--- config.mk ---
export PLATFORM = sky130hd
export DESIGN_NAME = button_gesture_and_slider_control_core
export DESIGN_NICKNAME = d
export VERILOG_FILES = /design/src/bgsc_pkg.sv /design/src/bgsc_ctrl.sv /design/src/bgsc_dpath.sv /design/src/button_gesture_and_slider_control_core.sv
export SDC_FILE = /design/constraint.sdc
export NUM_CORES = 1
export LEC_CHECK = 0
export BUFFER_PORTS_ARGS = -buffer_cell sky130_fd_sc_hd__buf_2
export CAP_MARGIN = 10
export CELL_PAD_IN_SITES_DETAIL_PLACEMENT = 1
export CELL_PAD_IN_SITES_GLOBAL_PLACEMENT = 1
export CORE_ASPECT_RATIO = 1.1
export CORE_MARGIN = 5
export CORE_UTILIZATION = 49
export CTS_CLUSTER_SIZE = 24
export DETAILED_ROUTE_END_ITERATION = 10
export HOLD_SLACK_MARGIN = 0.02
export PLACE_DENSITY = 0.81
export SYNTH_ARGS = -nofsm -noshare
export SYNTH_HDL_FRONTEND = slang
export SYNTH_SLANG_ARGS = --single-unit
--- constraint.sdc ---
create_clock -name clk -period 7.15 [get_ports clk]
set_input_delay 1.0725 -clock clk [delete_from_list [all_inputs] [get_ports clk]]
set_output_delay 1.0725 -clock clk [all_outputs]
set_load 0.1 [all_outputs]
--- src/bgsc_pkg.sv ---
// Shared types and constants of the button gesture and slider control core.
// No dependencies; used by the controller, the datapath, the top level and the checker.
`default_nettype none

package bgsc_pkg;

  // Default sizes and fixed widths.
  localparam int TIME_BITS_DEF  = 32;
  localparam int COORD_BITS_DEF = 10;
  localparam int CFG_DATA_BITS  = 16;
  localparam int CFG_INDEX_BITS = 3;
  localparam int QUOT_BITS      = 8;
  localparam int STEP_BITS      = 3;

  // Configuration register indexes.
  typedef enum logic [CFG_INDEX_BITS-1:0] {
    REG_DEBOUNCE,
    REG_MAINT_HOLD,
    REG_PAIR_HOLD,
    REG_DOUBLE_WIN,
    REG_VTEST_DELAY,
    REG_REDRAW_MIN,
    REG_SLIDER_LEFT,
    REG_SLIDER_WIDTH
  } cfg_reg_t;

  // Configuration reset values.
  localparam logic [CFG_DATA_BITS-1:0] DEBOUNCE_RST    = 16'd50;
  localparam logic [CFG_DATA_BITS-1:0] MAINT_HOLD_RST  = 16'd4000;
  localparam logic [CFG_DATA_BITS-1:0] PAIR_HOLD_RST   = 16'd10000;
  localparam logic [CFG_DATA_BITS-1:0] DOUBLE_WIN_RST  = 16'd400;
  localparam logic [CFG_DATA_BITS-1:0] VTEST_DELAY_RST = 16'd500;
  localparam logic [CFG_DATA_BITS-1:0] REDRAW_MIN_RST  = 16'd50;
  localparam int                       SLIDER_LEFT_RST  = 40;
  localparam int                       SLIDER_WIDTH_RST = 560;

  // Action codes reported with each result.
  typedef enum logic [2:0] {
    ACT_NONE,
    ACT_PAIR_SCAN,
    ACT_STOP_WIFI,
    ACT_MAINT_BOOT,
    ACT_TOGGLE_STEALTH,
    ACT_ENTER_ADJUST,
    ACT_EXIT_SAVE
  } action_t;

  // Slider codes of the touch sample.
  localparam logic [1:0] SLIDER_BRIGHT = 2'd0;
  localparam logic [1:0] SLIDER_VOLUME = 2'd1;

  // Level ranges.
  localparam logic [7:0] BRIGHT_MAX  = 8'd255;
  localparam logic [7:0] BRIGHT_SPAN = 8'd175;
  localparam logic [7:0] BRIGHT_MIN  = 8'd80;
  localparam logic [7:0] VOL_SPAN    = 8'd100;
  localparam logic [6:0] VOL_MAX     = 7'd100;
  localparam logic [6:0] VOL_RST     = 7'd75;

  // Controller states.
  typedef enum logic [2:0] {
    ST_IDLE,
    ST_DIFF,
    ST_GESTURE,
    ST_MUL,
    ST_DIV,
    ST_APPLY
  } state_t;

  // Commands from the controller to the datapath.
  typedef struct packed {
    logic load_in;
    logic diff;
    logic gesture;
    logic mul;
    logic div_step;
    logic apply;
  } cmd_t;

  // Status from the datapath to the controller.
  typedef struct packed {
    logic slider_hit;
  } status_t;

endpackage

`default_nettype wire

--- src/bgsc_ctrl.sv ---
// Controller of the button gesture and slider control core: sequences one beat.
// Depends on bgsc_pkg for the state, command and status types.
`default_nettype none

module bgsc_ctrl (
  input  wire logic               clk,
  input  wire logic               rst,
  input  wire logic               in_valid,
  output logic                    in_ready,
  output logic                    out_valid,
  input  wire logic               out_ready,
  input  wire bgsc_pkg::status_t  status,
  output bgsc_pkg::cmd_t          cmd
);

  localparam logic [bgsc_pkg::STEP_BITS-1:0] LAST_STEP =
    bgsc_pkg::STEP_BITS'(bgsc_pkg::QUOT_BITS - 1);

  bgsc_pkg::state_t state;
  bgsc_pkg::state_t state_next;
  logic [bgsc_pkg::STEP_BITS-1:0] div_cnt;
  logic [bgsc_pkg::STEP_BITS-1:0] div_cnt_next;

  // State register, divide step counter and output valid flag.
  always_ff @(posedge clk) begin
    if (rst) begin
      state     <= bgsc_pkg::ST_IDLE;
      div_cnt   <= '0;
      out_valid <= 1'b0;
    end else begin
      state   <= state_next;
      div_cnt <= div_cnt_next;
      if (cmd.apply) begin
        out_valid <= 1'b1;
      end else if (out_ready) begin
        out_valid <= 1'b0;
      end
    end
  end

  // Next state and commands.
  always_comb begin
    state_next   = state;
    div_cnt_next = '0;
    cmd          = '0;
    in_ready     = 1'b0;
    case (state)
      bgsc_pkg::ST_IDLE: begin
        in_ready = 1'b1;
        if (in_valid) begin
          cmd.load_in = 1'b1;
          state_next  = bgsc_pkg::ST_DIFF;
        end
      end
      bgsc_pkg::ST_DIFF: begin
        cmd.diff   = 1'b1;
        state_next = bgsc_pkg::ST_GESTURE;
      end
      bgsc_pkg::ST_GESTURE: begin
        cmd.gesture = 1'b1;
        state_next  = status.slider_hit ? bgsc_pkg::ST_MUL : bgsc_pkg::ST_APPLY;
      end
      bgsc_pkg::ST_MUL: begin
        cmd.mul    = 1'b1;
        state_next = bgsc_pkg::ST_DIV;
      end
      bgsc_pkg::ST_DIV: begin
        cmd.div_step = 1'b1;
        div_cnt_next = div_cnt + 1'b1;
        if (div_cnt == LAST_STEP) begin
          div_cnt_next = '0;
          state_next   = bgsc_pkg::ST_APPLY;
        end
      end
      bgsc_pkg::ST_APPLY: begin
        // The result register must be free or emptied in this cycle.
        if (!out_valid || out_ready) begin
          cmd.apply  = 1'b1;
          state_next = bgsc_pkg::ST_IDLE;
        end
      end
      default: begin
        state_next = bgsc_pkg::ST_IDLE;
      end
    endcase
  end

endmodule

`default_nettype wire

--- src/bgsc_dpath.sv ---
// Datapath of the button gesture and slider control core: configuration,
// gesture state, slider divider and result register. Depends on bgsc_pkg.
`default_nettype none

module bgsc_dpath #(
  parameter int TIME_BITS  = bgsc_pkg::TIME_BITS_DEF,
  parameter int COORD_BITS = bgsc_pkg::COORD_BITS_DEF
) (
  input  wire logic                                 clk,
  input  wire logic                                 rst,
  input  wire bgsc_pkg::cmd_t                       cmd,
  output bgsc_pkg::status_t                         status,
  input  wire logic                                 cfg_we,
  input  wire logic [bgsc_pkg::CFG_INDEX_BITS-1:0]  cfg_index,
  input  wire logic [bgsc_pkg::CFG_DATA_BITS-1:0]   cfg_data,
  input  wire logic [TIME_BITS-1:0]                 now_ms,
  input  wire logic                                 button_pressed,
  input  wire logic                                 pair_eligible,
  input  wire logic                                 wifi_setup_active,
  input  wire logic                                 touch_present,
  input  wire logic [COORD_BITS-1:0]                touch_x,
  input  wire logic [1:0]                           touch_slider,
  output logic [2:0]                                action,
  output logic                                      pair_armed,
  output logic                                      pair_armed_changed,
  output logic                                      adjust_active,
  output logic [7:0]                                brightness_level,
  output logic [6:0]                                volume_level,
  output logic                                      stealth_on,
  output logic                                      volume_updated,
  output logic                                      redraw_sliders,
  output logic                                      voice_test_now
);

  localparam int QB        = bgsc_pkg::QUOT_BITS;
  localparam int PROD_BITS = COORD_BITS + QB;

  // Configuration registers.
  logic [bgsc_pkg::CFG_DATA_BITS-1:0] debounce_ms;
  logic [bgsc_pkg::CFG_DATA_BITS-1:0] maint_hold_ms;
  logic [bgsc_pkg::CFG_DATA_BITS-1:0] pair_hold_ms;
  logic [bgsc_pkg::CFG_DATA_BITS-1:0] double_win_ms;
  logic [bgsc_pkg::CFG_DATA_BITS-1:0] vtest_delay_ms;
  logic [bgsc_pkg::CFG_DATA_BITS-1:0] redraw_min_ms;
  logic [COORD_BITS-1:0]              slider_left;
  logic [COORD_BITS-1:0]              slider_width;

  // Latched input beat.
  logic [TIME_BITS-1:0]  in_now;
  logic                  in_pressed;
  logic                  in_eligible;
  logic                  in_wifi;
  logic                  in_touch;
  logic [COORD_BITS-1:0] in_tx;
  logic [1:0]            in_slider;

  // Persistent gesture and slider state.
  logic                 button_was_down;
  logic [TIME_BITS-1:0] press_start_time;
  logic                 pair_armed_flag;
  logic [TIME_BITS-1:0] last_short_release;
  logic                 short_release_valid;
  logic                 adjust_mode;
  logic [7:0]           working_brightness;
  logic [6:0]           working_volume;
  logic [7:0]           saved_brightness;
  logic [6:0]           saved_volume;
  logic                 stealth_setting;
  logic [TIME_BITS-1:0] last_volume_change;
  logic                 volume_test_pending;
  logic [TIME_BITS-1:0] last_redraw_time;

  // Elapsed-time compare flags, registered in the diff step.
  logic ge_pair;
  logic ge_maint;
  logic ge_debounce;
  logic lt_window;
  logic ge_vtest;
  logic ge_redraw;
  logic slider_hit;

  // Gesture outcome carried to the result.
  bgsc_pkg::action_t g_action;
  logic              g_changed;
  logic              g_vol_upd;

  // Serial divider.
  logic [PROD_BITS-1:0] num_rem;
  logic [PROD_BITS-1:0] dsor;
  logic [QB-1:0]        quot;

  // Time differences, modulo the time width.
  logic [TIME_BITS-1:0] pst_eff;
  logic [TIME_BITS-1:0] d_hold;
  logic [TIME_BITS-1:0] d_short;
  logic [TIME_BITS-1:0] d_vol;
  logic [TIME_BITS-1:0] d_redraw;

  assign pst_eff  = (in_pressed && !button_was_down) ? in_now : press_start_time;
  assign d_hold   = in_now - pst_eff;
  assign d_short  = in_now - last_short_release;
  assign d_vol    = in_now - last_volume_change;
  assign d_redraw = in_now - last_redraw_time;

  // Slider geometry; a zero width counts as one pixel.
  logic [COORD_BITS-1:0] width_eff;
  logic [COORD_BITS:0]   right_edge;
  logic                  hit_now;

  assign width_eff  = (slider_width == '0) ? COORD_BITS'(1) : slider_width;
  assign right_edge = (COORD_BITS+1)'(slider_left) + (COORD_BITS+1)'(width_eff);
  assign hit_now    = in_touch
                   && (in_slider == bgsc_pkg::SLIDER_BRIGHT
                       || in_slider == bgsc_pkg::SLIDER_VOLUME)
                   && (in_tx >= slider_left)
                   && ((COORD_BITS+1)'(in_tx) <= right_edge);

  assign status.slider_hit = slider_hit;

  // Scaled offset: offset times the span of the chosen slider.
  logic [COORD_BITS-1:0] offset;
  logic [QB-1:0]         scale;
  logic [PROD_BITS-1:0]  product;

  assign offset  = in_tx - slider_left;
  assign scale   = (in_slider == bgsc_pkg::SLIDER_BRIGHT) ? bgsc_pkg::BRIGHT_SPAN
                                                          : bgsc_pkg::VOL_SPAN;
  assign product = PROD_BITS'(offset) * PROD_BITS'(scale);

  // Gesture classification from the latched beat and the compare flags.
  logic                 arm_req;
  logic [TIME_BITS-1:0] press_start_time_next;
  logic                 pair_armed_flag_next;
  logic [TIME_BITS-1:0] last_short_release_next;
  logic                 short_release_valid_next;
  logic                 adjust_mode_next;
  logic [7:0]           working_brightness_next;
  logic [6:0]           working_volume_next;
  logic [7:0]           saved_brightness_next;
  logic [6:0]           saved_volume_next;
  logic                 stealth_setting_next;
  logic                 volume_test_pending_next;
  bgsc_pkg::action_t    g_action_next;
  logic                 g_changed_next;
  logic                 g_vol_upd_next;

  assign arm_req = !adjust_mode && ge_pair && in_eligible;

  always_comb begin
    press_start_time_next    = pst_eff;
    pair_armed_flag_next     = pair_armed_flag;
    last_short_release_next  = last_short_release;
    short_release_valid_next = short_release_valid;
    adjust_mode_next         = adjust_mode;
    working_brightness_next  = working_brightness;
    working_volume_next      = working_volume;
    saved_brightness_next    = saved_brightness;
    saved_volume_next        = saved_volume;
    stealth_setting_next     = stealth_setting;
    volume_test_pending_next = volume_test_pending;
    g_action_next            = bgsc_pkg::ACT_NONE;
    g_changed_next           = 1'b0;
    g_vol_upd_next           = 1'b0;

    // While held, the armed level follows the hold length and eligibility.
    if (in_pressed && (arm_req != pair_armed_flag)) begin
      pair_armed_flag_next = arm_req;
      g_changed_next       = 1'b1;
    end

    // On release, the hold is classified; the armed flag always drops.
    if (!in_pressed && button_was_down) begin
      if (pair_armed_flag) begin
        pair_armed_flag_next = 1'b0;
        g_changed_next       = 1'b1;
      end
      if (pair_armed_flag && ge_pair) begin
        g_action_next = bgsc_pkg::ACT_PAIR_SCAN;
      end else if (ge_maint) begin
        g_action_next = in_wifi ? bgsc_pkg::ACT_STOP_WIFI : bgsc_pkg::ACT_MAINT_BOOT;
      end else if (ge_debounce) begin
        last_short_release_next  = in_now;
        short_release_valid_next = 1'b1;
        if (short_release_valid && lt_window) begin
          // Double press: if adjusting, leave adjust mode with a save; then toggle stealth.
          short_release_valid_next = 1'b0;
          if (adjust_mode) begin
            adjust_mode_next      = 1'b0;
            saved_brightness_next = working_brightness;
            saved_volume_next     = working_volume;
            g_vol_upd_next        = 1'b1;
          end
          stealth_setting_next = !stealth_setting;
          g_action_next        = bgsc_pkg::ACT_TOGGLE_STEALTH;
        end else if (adjust_mode) begin
          adjust_mode_next      = 1'b0;
          saved_brightness_next = working_brightness;
          saved_volume_next     = working_volume;
          g_vol_upd_next        = 1'b1;
          g_action_next         = bgsc_pkg::ACT_EXIT_SAVE;
        end else begin
          adjust_mode_next         = 1'b1;
          working_brightness_next  = saved_brightness;
          working_volume_next      = saved_volume;
          volume_test_pending_next = 1'b0;
          g_action_next            = bgsc_pkg::ACT_ENTER_ADJUST;
        end
      end
    end
  end

  // Slider levels from the quotient, clamped to their ranges.
  logic [7:0] lvl_bright;
  logic [6:0] lvl_volume;

  assign lvl_bright = (quot >= bgsc_pkg::BRIGHT_SPAN) ? bgsc_pkg::BRIGHT_MIN
                                                      : bgsc_pkg::BRIGHT_MAX - quot;
  assign lvl_volume = (quot >= bgsc_pkg::VOL_SPAN) ? 7'd0
                                                   : bgsc_pkg::VOL_MAX - quot[6:0];

  // Touch handling and the test voice, applied in the last step of the beat.
  logic [7:0]           wb_apply;
  logic [6:0]           wv_apply;
  logic [TIME_BITS-1:0] lrt_apply;
  logic [TIME_BITS-1:0] lvc_apply;
  logic                 pend_apply;
  logic                 redraw_apply;
  logic                 play_apply;
  logic                 vol_upd_apply;

  always_comb begin
    wb_apply      = working_brightness;
    wv_apply      = working_volume;
    lrt_apply     = last_redraw_time;
    lvc_apply     = last_volume_change;
    pend_apply    = volume_test_pending;
    redraw_apply  = 1'b0;
    play_apply    = 1'b0;
    vol_upd_apply = g_vol_upd;
    if (adjust_mode) begin
      if (in_touch) begin
        // A touch off the sliders changes nothing.
        if (slider_hit) begin
          if (in_slider == bgsc_pkg::SLIDER_BRIGHT) begin
            if (lvl_bright != working_brightness) begin
              wb_apply = lvl_bright;
              if (ge_redraw) begin
                redraw_apply = 1'b1;
                lrt_apply    = in_now;
              end
            end
          end else if (lvl_volume != working_volume) begin
            wv_apply      = lvl_volume;
            vol_upd_apply = 1'b1;
            if (ge_redraw) begin
              redraw_apply = 1'b1;
              lrt_apply    = in_now;
            end
            lvc_apply  = in_now;
            pend_apply = 1'b1;
          end
        end
      end else if (volume_test_pending && ge_vtest) begin
        play_apply = 1'b1;
        pend_apply = 1'b0;
      end
    end
  end

  // Control state: configuration and persistent gesture and slider state.
  always_ff @(posedge clk) begin
    if (rst) begin
      debounce_ms         <= bgsc_pkg::DEBOUNCE_RST;
      maint_hold_ms       <= bgsc_pkg::MAINT_HOLD_RST;
      pair_hold_ms        <= bgsc_pkg::PAIR_HOLD_RST;
      double_win_ms       <= bgsc_pkg::DOUBLE_WIN_RST;
      vtest_delay_ms      <= bgsc_pkg::VTEST_DELAY_RST;
      redraw_min_ms       <= bgsc_pkg::REDRAW_MIN_RST;
      slider_left         <= COORD_BITS'(bgsc_pkg::SLIDER_LEFT_RST);
      slider_width        <= COORD_BITS'(bgsc_pkg::SLIDER_WIDTH_RST);
      button_was_down     <= 1'b0;
      press_start_time    <= '0;
      pair_armed_flag     <= 1'b0;
      last_short_release  <= '0;
      short_release_valid <= 1'b0;
      adjust_mode         <= 1'b0;
      working_brightness  <= bgsc_pkg::BRIGHT_MAX;
      working_volume      <= bgsc_pkg::VOL_RST;
      saved_brightness    <= bgsc_pkg::BRIGHT_MAX;
      saved_volume        <= bgsc_pkg::VOL_RST;
      stealth_setting     <= 1'b0;
      last_volume_change  <= '0;
      volume_test_pending <= 1'b0;
      last_redraw_time    <= '0;
    end else begin
      if (cfg_we) begin
        case (bgsc_pkg::cfg_reg_t'(cfg_index))
          bgsc_pkg::REG_DEBOUNCE:     debounce_ms    <= cfg_data;
          bgsc_pkg::REG_MAINT_HOLD:   maint_hold_ms  <= cfg_data;
          bgsc_pkg::REG_PAIR_HOLD:    pair_hold_ms   <= cfg_data;
          bgsc_pkg::REG_DOUBLE_WIN:   double_win_ms  <= cfg_data;
          bgsc_pkg::REG_VTEST_DELAY:  vtest_delay_ms <= cfg_data;
          bgsc_pkg::REG_REDRAW_MIN:   redraw_min_ms  <= cfg_data;
          bgsc_pkg::REG_SLIDER_LEFT:  slider_left    <= cfg_data[COORD_BITS-1:0];
          bgsc_pkg::REG_SLIDER_WIDTH: slider_width   <= cfg_data[COORD_BITS-1:0];
          default: begin
          end
        endcase
      end
      if (cmd.gesture) begin
        button_was_down     <= in_pressed;
        press_start_time    <= press_start_time_next;
        pair_armed_flag     <= pair_armed_flag_next;
        last_short_release  <= last_short_release_next;
        short_release_valid <= short_release_valid_next;
        adjust_mode         <= adjust_mode_next;
        working_brightness  <= working_brightness_next;
        working_volume      <= working_volume_next;
        saved_brightness    <= saved_brightness_next;
        saved_volume        <= saved_volume_next;
        stealth_setting     <= stealth_setting_next;
        volume_test_pending <= volume_test_pending_next;
      end else if (cmd.apply) begin
        working_brightness  <= wb_apply;
        working_volume      <= wv_apply;
        last_redraw_time    <= lrt_apply;
        last_volume_change  <= lvc_apply;
        volume_test_pending <= pend_apply;
      end
    end
  end

  // Payload registers: input latch, compare flags, divider and result.
  always_ff @(posedge clk) begin
    if (cmd.load_in) begin
      in_now      <= now_ms;
      in_pressed  <= button_pressed;
      in_eligible <= pair_eligible;
      in_wifi     <= wifi_setup_active;
      in_touch    <= touch_present;
      in_tx       <= touch_x;
      in_slider   <= touch_slider;
    end
    if (cmd.diff) begin
      ge_pair     <= d_hold >= TIME_BITS'(pair_hold_ms);
      ge_maint    <= d_hold >= TIME_BITS'(maint_hold_ms);
      ge_debounce <= d_hold >= TIME_BITS'(debounce_ms);
      lt_window   <= d_short < TIME_BITS'(double_win_ms);
      ge_vtest    <= d_vol >= TIME_BITS'(vtest_delay_ms);
      ge_redraw   <= d_redraw >= TIME_BITS'(redraw_min_ms);
      slider_hit  <= hit_now;
    end
    if (cmd.gesture) begin
      g_action  <= g_action_next;
      g_changed <= g_changed_next;
      g_vol_upd <= g_vol_upd_next;
    end
    // Restoring division, one quotient bit per step, most significant first.
    if (cmd.mul) begin
      num_rem <= product;
      dsor    <= PROD_BITS'(width_eff) << (QB - 1);
      quot    <= '0;
    end else if (cmd.div_step) begin
      if (num_rem >= dsor) begin
        num_rem <= num_rem - dsor;
        quot    <= {quot[QB-2:0], 1'b1};
      end else begin
        quot <= {quot[QB-2:0], 1'b0};
      end
      dsor <= dsor >> 1;
    end
    if (cmd.apply) begin
      action             <= g_action;
      pair_armed         <= pair_armed_flag;
      pair_armed_changed <= g_changed;
      adjust_active      <= adjust_mode;
      brightness_level   <= adjust_mode ? wb_apply : saved_brightness;
      volume_level       <= adjust_mode ? wv_apply : saved_volume;
      stealth_on         <= stealth_setting;
      volume_updated     <= vol_upd_apply;
      redraw_sliders     <= redraw_apply;
      voice_test_now     <= play_apply;
    end
  end

endmodule

`default_nettype wire

--- src/button_gesture_and_slider_control_core.sv ---
// Top level of the button gesture and slider control core.
// Instantiates bgsc_ctrl and bgsc_dpath; depends on bgsc_pkg.
`default_nettype none

// One input beat is one millisecond tick and yields exactly one result beat.
// A tick passes through the idle (accepting), diff, gesture and apply states,
// and also through the multiply and divide states when the touch lands on a
// slider (whether or not adjust mode is on): the x offset is scaled and then
// divided by the slider width in a restoring divider that produces one quotient
// bit per cycle. The apply step waits while an earlier result still sits
// unaccepted in the output register. The block takes one tick at a time;
// in_ready is high only between ticks, and a new tick is taken while the
// previous result still waits in the output register. Configuration writes
// take effect at the clock edge of the write.
module button_gesture_and_slider_control_core #(
  parameter int TIME_BITS  = bgsc_pkg::TIME_BITS_DEF,
  parameter int COORD_BITS = bgsc_pkg::COORD_BITS_DEF
) (
  input  wire logic                                 clk,
  input  wire logic                                 rst,
  input  wire logic                                 cfg_we,
  input  wire logic [bgsc_pkg::CFG_INDEX_BITS-1:0]  cfg_index,
  input  wire logic [bgsc_pkg::CFG_DATA_BITS-1:0]   cfg_data,
  input  wire logic                                 in_valid,
  output logic                                      in_ready,
  input  wire logic [TIME_BITS-1:0]                 now_ms,
  input  wire logic                                 button_pressed,
  input  wire logic                                 pair_eligible,
  input  wire logic                                 wifi_setup_active,
  input  wire logic                                 touch_present,
  input  wire logic [COORD_BITS-1:0]                touch_x,
  input  wire logic [1:0]                           touch_slider,
  output logic                                      out_valid,
  input  wire logic                                 out_ready,
  output logic [2:0]                                action,
  output logic                                      pair_armed,
  output logic                                      pair_armed_changed,
  output logic                                      adjust_active,
  output logic [7:0]                                brightness_level,
  output logic [6:0]                                volume_level,
  output logic                                      stealth_on,
  output logic                                      volume_updated,
  output logic                                      redraw_sliders,
  output logic                                      voice_test_now
);

  bgsc_pkg::cmd_t    cmd;
  bgsc_pkg::status_t status;

  // Sequencer and handshakes.
  bgsc_ctrl u_ctrl (
    .clk       (clk),
    .rst       (rst),
    .in_valid  (in_valid),
    .in_ready  (in_ready),
    .out_valid (out_valid),
    .out_ready (out_ready),
    .status    (status),
    .cmd       (cmd)
  );

  // State, arithmetic and result register.
  bgsc_dpath #(
    .TIME_BITS  (TIME_BITS),
    .COORD_BITS (COORD_BITS)
  ) u_dpath (
    .clk                (clk),
    .rst                (rst),
    .cmd                (cmd),
    .status             (status),
    .cfg_we             (cfg_we),
    .cfg_index          (cfg_index),
    .cfg_data           (cfg_data),
    .now_ms             (now_ms),
    .button_pressed     (button_pressed),
    .pair_eligible      (pair_eligible),
    .wifi_setup_active  (wifi_setup_active),
    .touch_present      (touch_present),
    .touch_x            (touch_x),
    .touch_slider       (touch_slider),
    .action             (action),
    .pair_armed         (pair_armed),
    .pair_armed_changed (pair_armed_changed),
    .adjust_active      (adjust_active),
    .brightness_level   (brightness_level),
    .volume_level       (volume_level),
    .stealth_on         (stealth_on),
    .volume_updated     (volume_updated),
    .redraw_sliders     (redraw_sliders),
    .voice_test_now     (voice_test_now)
  );

endmodule

`default_nettype wire

Yosys cells after proc, flatten, opt, wreduce, memory -nomap -nowiden
Index checks and enable logic that the tools add are counted.
{ "word_totals": {"inputBits": 72, "register_bits": 415, "out_inout_bits": 27, "elab_cells": 266} }
{ "op_classes": {"eq_ne": 30, "add_sub_neg": 10, "multipliers": 1, "n_lt_le_gt_ge": 11, "mux": 99, "reduce_logical": 50, "n_bitwise": 8} }
{ "ops": {"columns": ["operator", "count"], "rows": [
  ["$ge 32x16->1", 5],
  ["$mux 32", 5],
  ["$mux 8", 16],
  ["$sub 32x32->32", 4],
  ["$mux 7", 15],
  ["$mux 18", 3],
  ["$mux 1", 48],
  ["$mux 17", 2],
  ["$lt 32x16->1", 1],
  ["$eq 3x3->1 const B", 7],
  ["$mux 3", 7],
  ["$ge 18x17->1", 1],
  ["$mul 10x8->18", 1],
  ["$pmux 3 s6", 1],
  ["$reduce_and 2->1", 9],
  ["$sub 18x17->18", 1],
  ["$reduce_and 7->1", 2],
  ["$eq 3x2->1 const B", 4],
  ["$ne 2x2->1 const B", 6],
  ["$reduce_and 12->1", 1],
  ["$reduce_and 6->1", 2],
  ["$reduce_bool 2->1", 6],
  ["$add 10x10->11", 1],
  ["$le 10x11->1", 1],
  ["29 further kinds", 60]
]} }

Logic depth before layout (Yosys ltp)
{ "logic_depth": {"word_depth": 10, "depth_mapped": 28, "depth_no_buf": 28} }

Hierarchy
Synthesis repeated with hierarchy kept, for this count alone.
{ "hier_totals": {"cells_unflattened": 3518, "hier_area_um2": 29126.7} }
{ "by_module_without_submodules": {"columns": ["module", "area_each_um2", "seq_area_each_um2", "cells_per_inst", "n_inst"], "rows": [
  ["bgsc_dpath", 28728.8, 9298.9, 3477, 1],
  ["bgsc_ctrl", 397.9, 140.1, 41, 1]
]} }

Worst setup path before layout
No wires, ideal clock.
{ "synth_path": {"kind": "register to register", "from": "register u_dpath.in_tx[0]", "to": "register u_dpath.num_rem[16] (data pin)", "slack_ps": 935, "setup_ps": 271, "t_arrival_ps": 5944, "path_stages_with_launch": 29, "path_buffers": 1, "required_ps": 6879, "period_less_slack_ps": 6215, "cell_sequence": "edfxtp_1 -> inv_1 -> ha_1 -> inv_1 -> fa_1 -> a21o_1 -> a21oi_1 -> nor2b_1 -> o21a_1 -> o41ai_1 -> xnor2_1 -> and2_1 -> clkbuf_1 -> ha_1 -> fa_1 -> inv_1 -> fa_1 -> fa_1 -> inv_1 -> ha_1 -> and2_1 -> a31oi_1 -> o31ai_1 -> o21ai_0 -> nand2b_1 -> a21oi_1 -> o21ai_0 -> xnor2_1 -> a21oi_1"} }
{ "synth_via": {"elab_chain_len": 3} }
{ "synth_lines": {"columns": ["element", "line", "rtl"], "rows": [
  ["start: declaration", "bgsc_dpath.sv:54", "logic [COORD_BITS-1:0] in_tx;"],
  ["start signal: assignment", "bgsc_dpath.sv:341", "in_tx <= touch_x;"],
  ["$sub 10x10->10", "bgsc_dpath.sv:125", "assign offset = in_tx - slider_left;"],
  ["$mul 10x8->18", "bgsc_dpath.sv:128", "assign product = PROD_BITS'(offset) * PROD_BITS'(scale);"],
  ["$mux 18", "bgsc_dpath.sv:359", "if (cmd.mul) begin"],
  ["end signal: assignment", "bgsc_dpath.sv:360", "num_rem <= product;"],
  ["end signal: assignment", "bgsc_dpath.sv:365", "num_rem <= num_rem - dsor;"],
  ["end: declaration", "bgsc_dpath.sv:88", "logic [PROD_BITS-1:0] num_rem;"]
]} }
No other way between the ends.
A chain may end at the register's enable or synchronous reset.

Final worst setup path
Same ends and word-level chain as after synthesis.

==> impl_metrics.env <==
export IMPL_power_density_nw_per_um2=450
export IMPL_synth_adder_area_share_pct=16.0
export IMPL_grt_pass1_vias=26900
export IMPL_hold_viol=0
export IMPL_end_kind="flop"
export IMPL_critPathLaunchType="flop"
export IMPL_drv_cap=0
export IMPL_synthArstFlopShare_pct=0
export IMPL_final_util_pct=53.9
export IMPL_synth_warnings=0
export IMPL_grt_overflow_total=0
export IMPL_vias=25200
export IMPL_synth_mux_area_share_pct=3.85
export IMPL_netlist_area_um2=29000
export IMPL_grt_max_degree=105
export IMPL_synth_common_cells="nand2_1, a21oi_1, ha_1"
export IMPL_antenna_cells=0
export IMPL_setup_viol=0
export IMPL_cp_max_fo=5
export IMPL_clk_path_buf_depth=3
export IMPL_die_h_um=265
export IMPL_area_delta_synth_final_pct=8.87
export IMPL_core_area_um2=58600
export IMPL_cp_arrival_ns=7.06
export IMPL_antenna_found_initial=1
export IMPL_drc=0
export IMPL_placed_cells=4220
export IMPL_fmax_mhz=148
export IMPL_nets=3936
export IMPL_clk_pin_slew_ns=0.06
export IMPL_gp_congestion=0.899
export IMPL_tightest_slew_ns=1.20
export IMPL_synth_compound_area_share_pct=19.6
export IMPL_synth_area_leaders="dfxtp_1, ha_1, edfxtp_1"
export IMPL_rsz0062_at_grt="false"
export IMPL_drive_above_1_share_pct=6.99
export IMPL_netlist_area_leader_share_pct=20.8
export IMPL_cellLeakagePower_nw=13.0
export IMPL_synth_seq_cells=415
export IMPL_total_power_mw=14.2
export IMPL_numPortBuffers=98
export IMPL_min_path_type="flop to flop"
export IMPL_fin_skew_ns=0.0189
export IMPL_synth_nets=3916
export IMPL_io_pins=99
export IMPL_start_util_pct=49.5
export IMPL_syn_avg_cell_area_um2=8.32
export IMPL_synth_simple_gate_area_share_pct=17.1
export IMPL_track_usage_pct=26.7
export IMPL_fill_cells=7013
export IMPL_peakVddDrop_mv=0.556
export IMPL_hpwl_mm=66.6
export IMPL_drt_initial_drc_count=1057
export IMPL_htreeDepth=2
export IMPL_antenna_left=0
export IMPL_clk_latency_ns=0.61
export IMPL_status="finished, final reports clean"
export IMPL_slew_viol_final=0
export IMPL_period_needed_ns=6.74
export IMPL_slew_headroom_pct=20.1
export IMPL_min_period_over_period_pct=94.2
export IMPL_synthXorXnorAreaFrac_pct=4.30
export IMPL_core_rowCount=93
export IMPL_synth_top_cell_by_area="dfxtp_1"
export IMPL_grt_pass1_wl_mm=142
export IMPL_ctsHoldBuffers=0
export IMPL_setup_tns_ns=0
export IMPL_cts_buffers_inserted=48
export IMPL_die_w_um=242
export IMPL_ys_flop_type="dfxtp_1"
export IMPL_wl_per_cell_um=20.5
export IMPL_layoutNonFillerInstCount=4309
export IMPL_wirelength_mm=88.3
export IMPL_critical_path_class="flop to flop"
export IMPL_required_ns=7.47
export IMPL_cts_sinks=415
export IMPL_drt_pass1_iter_count=4
export IMPL_dieArea_um2=64200
export IMPL_synth_top_family_by_area="compound AO/OA/AOI/OAI gates"
export IMPL_syn_inst=3490
export IMPL_synth_cell_types=90
export IMPL_vias_per_cell=5.86
export IMPL_synth_enable_flop_cells=113
export IMPL_yosysSeqAreaShare_pct=32.5
export IMPL_root_buffer="clkbuf_16"
export IMPL_cts_tree="yes"
export IMPL_yosysMostFrequentCell="nand2_1"
[stage by stage]
step                hold WS (ns)  setup slack [ns]  instance area, µm²
floorplan                  0.400             0.935               29000
global placement           0.406             0.507               30000
detailed placement         0.410             0.113               30000
CTS                        0.425            0.0630               31600
global route               0.448            0.0279               31600
finish                     0.425             0.412               31600
[logic make-up (layout without fill, tap and decap cells)]
kind of cell / count (synthesis) / count (layout)
and+or+nand+nor: 1097 / 1097
DFF: 415 / 415
AOI/OAI and AO/OA: 897 / 897
xor gates and xnor gates: 141 / 141
adders and majority gates: 354 / 354
buffers and inverters: 475 / 534
muxes: 111 / 111
[registers in the layout (all words and copies together), names as in the netlist, 7 cells and up]
register,cells
u_dpath.redraw_min_ms,16
u_dpath.working_volume,7
u_dpath.saved_brightness,8
u_dpath.maint_hold_ms,16
u_dpath.quot,8
u_dpath.vtest_delay_ms,16
u_dpath.last_redraw_time,32
u_dpath.brightness_level,8
u_dpath.in_now,32
u_dpath.debounce_ms,16
u_dpath.in_tx,10
u_dpath.slider_left,10
u_dpath.double_win_ms,16
u_dpath.press_start_time,32
u_dpath.last_short_release,32
u_dpath.volume_level,7
u_dpath.last_volume_change,32
u_dpath.dsor,17
u_dpath.saved_volume,7
u_dpath.num_rem,18
u_dpath.pair_hold_ms,16
u_dpath.working_brightness,8
u_dpath.slider_width,10
[where the power goes]
| group | switching, mW | internal [mW] | total (mW) |
|---|---|---|---|
| logic | 5.12 | 3.43 | 8.55 |
| registers | 0.350 | 2.78 | 3.13 |
| clock network | 1.08 | 1.47 | 2.55 |
| total | 6.55 | 7.68 | 14.2 |
[layer usage]
| layer | up-vias | wire, µm | part of all wire [%] | track usage [%] |
|---|---|---|---|---|
| li1 | 12300 | - | - | - |
| met1 | 12500 | 37500 | 42 | 31.5 |
| met2 | 349 | 46000 | 52 | 51.3 |
| met3 | 142 | 2220 | 2.5 | 2.60 |
| met4 | 0 | 2590 | 2.9 | 7.71 |
| met5 | - | 0 | 0 | 0 |
[timing repair]
action,4_1_cts,5_1_grt
gates resized for setup,0,5
setup buffers,0,0
setup endpoints to repair,0,2
[critical path, cell delays in order, from the launching register on]
cell and delay (ns):
edfxtp_1 0.36, inv_1 0.10, ha_1 0.15, inv_1 0.06, fa_1 0.40, a21o_1 0.21
a21oi_2 0.25, nor2b_1 0.08, o21a_1 0.22, o41ai_4 0.28, xnor2_2 0.21, and2_1 0.27
ha_1 0.27, fa_1 0.49, inv_1 0.06, fa_1 0.50, fa_1 0.54, inv_1 0.04
ha_1 0.37, and2_1 0.21, a31oi_1 0.18, o31ai_1 0.12, o21ai_0 0.26, nand2b_1 0.09
a21oi_1 0.23, o21ai_0 0.18, xnor2_1 0.22, a21oi_1 0.11
[final timing paths]
kind                                     startpoint                   to  slack, ns  cells past startpoint
worst max-delay path               u_dpath.in_tx[0]  u_dpath.num_rem[16]       0.41                     27
worst min-delay path            u_dpath.g_action[2]    u_dpath.action[2]       0.43                      0
worst max register to register     u_dpath.in_tx[0]  u_dpath.num_rem[16]       0.41                     27
worst min register to register  u_dpath.g_action[2]    u_dpath.action[2]       0.43                      0
[area by class of cell]
type                    instances  area, µm²  area share, %
well taps                     760        951           3.01
clock buffers                  68       1380           4.36
multi-input cells            2600      17700           56.1
flip-flops and latches        415       9440           29.9
clock inverters                21        238          0.752
repair buffers                120        664           2.10
inverters                     325       1220           3.86
[layout by cell type, fill, tap and decap left out, drive strengths merged, types with 17 or more instances in the layout]
| cell | instances |
|---|---|
| o21bai | 17 |
| a211oi | 31 |
| nand2 | 471 |
| o211ai | 17 |
| a21o | 64 |
| a21oi | 370 |
| nand2b | 48 |
| nor2b | 50 |
| xnor2 | 85 |
| clkbuf | 69 |
| o21a | 40 |
| edfxtp | 113 |
| and3 | 28 |
| nand4 | 31 |
| o21ai | 151 |
| inv | 331 |
| a31oi | 28 |
| ha | 325 |
| fa | 29 |
| xor2 | 55 |
| nor4 | 19 |
| a211o | 43 |
| nand3 | 46 |
| buf | 119 |
| nor3 | 55 |
| dfxtp | 302 |
| mux2i | 105 |
| nor2 | 271 |
(Power assumes the default switching activity.)
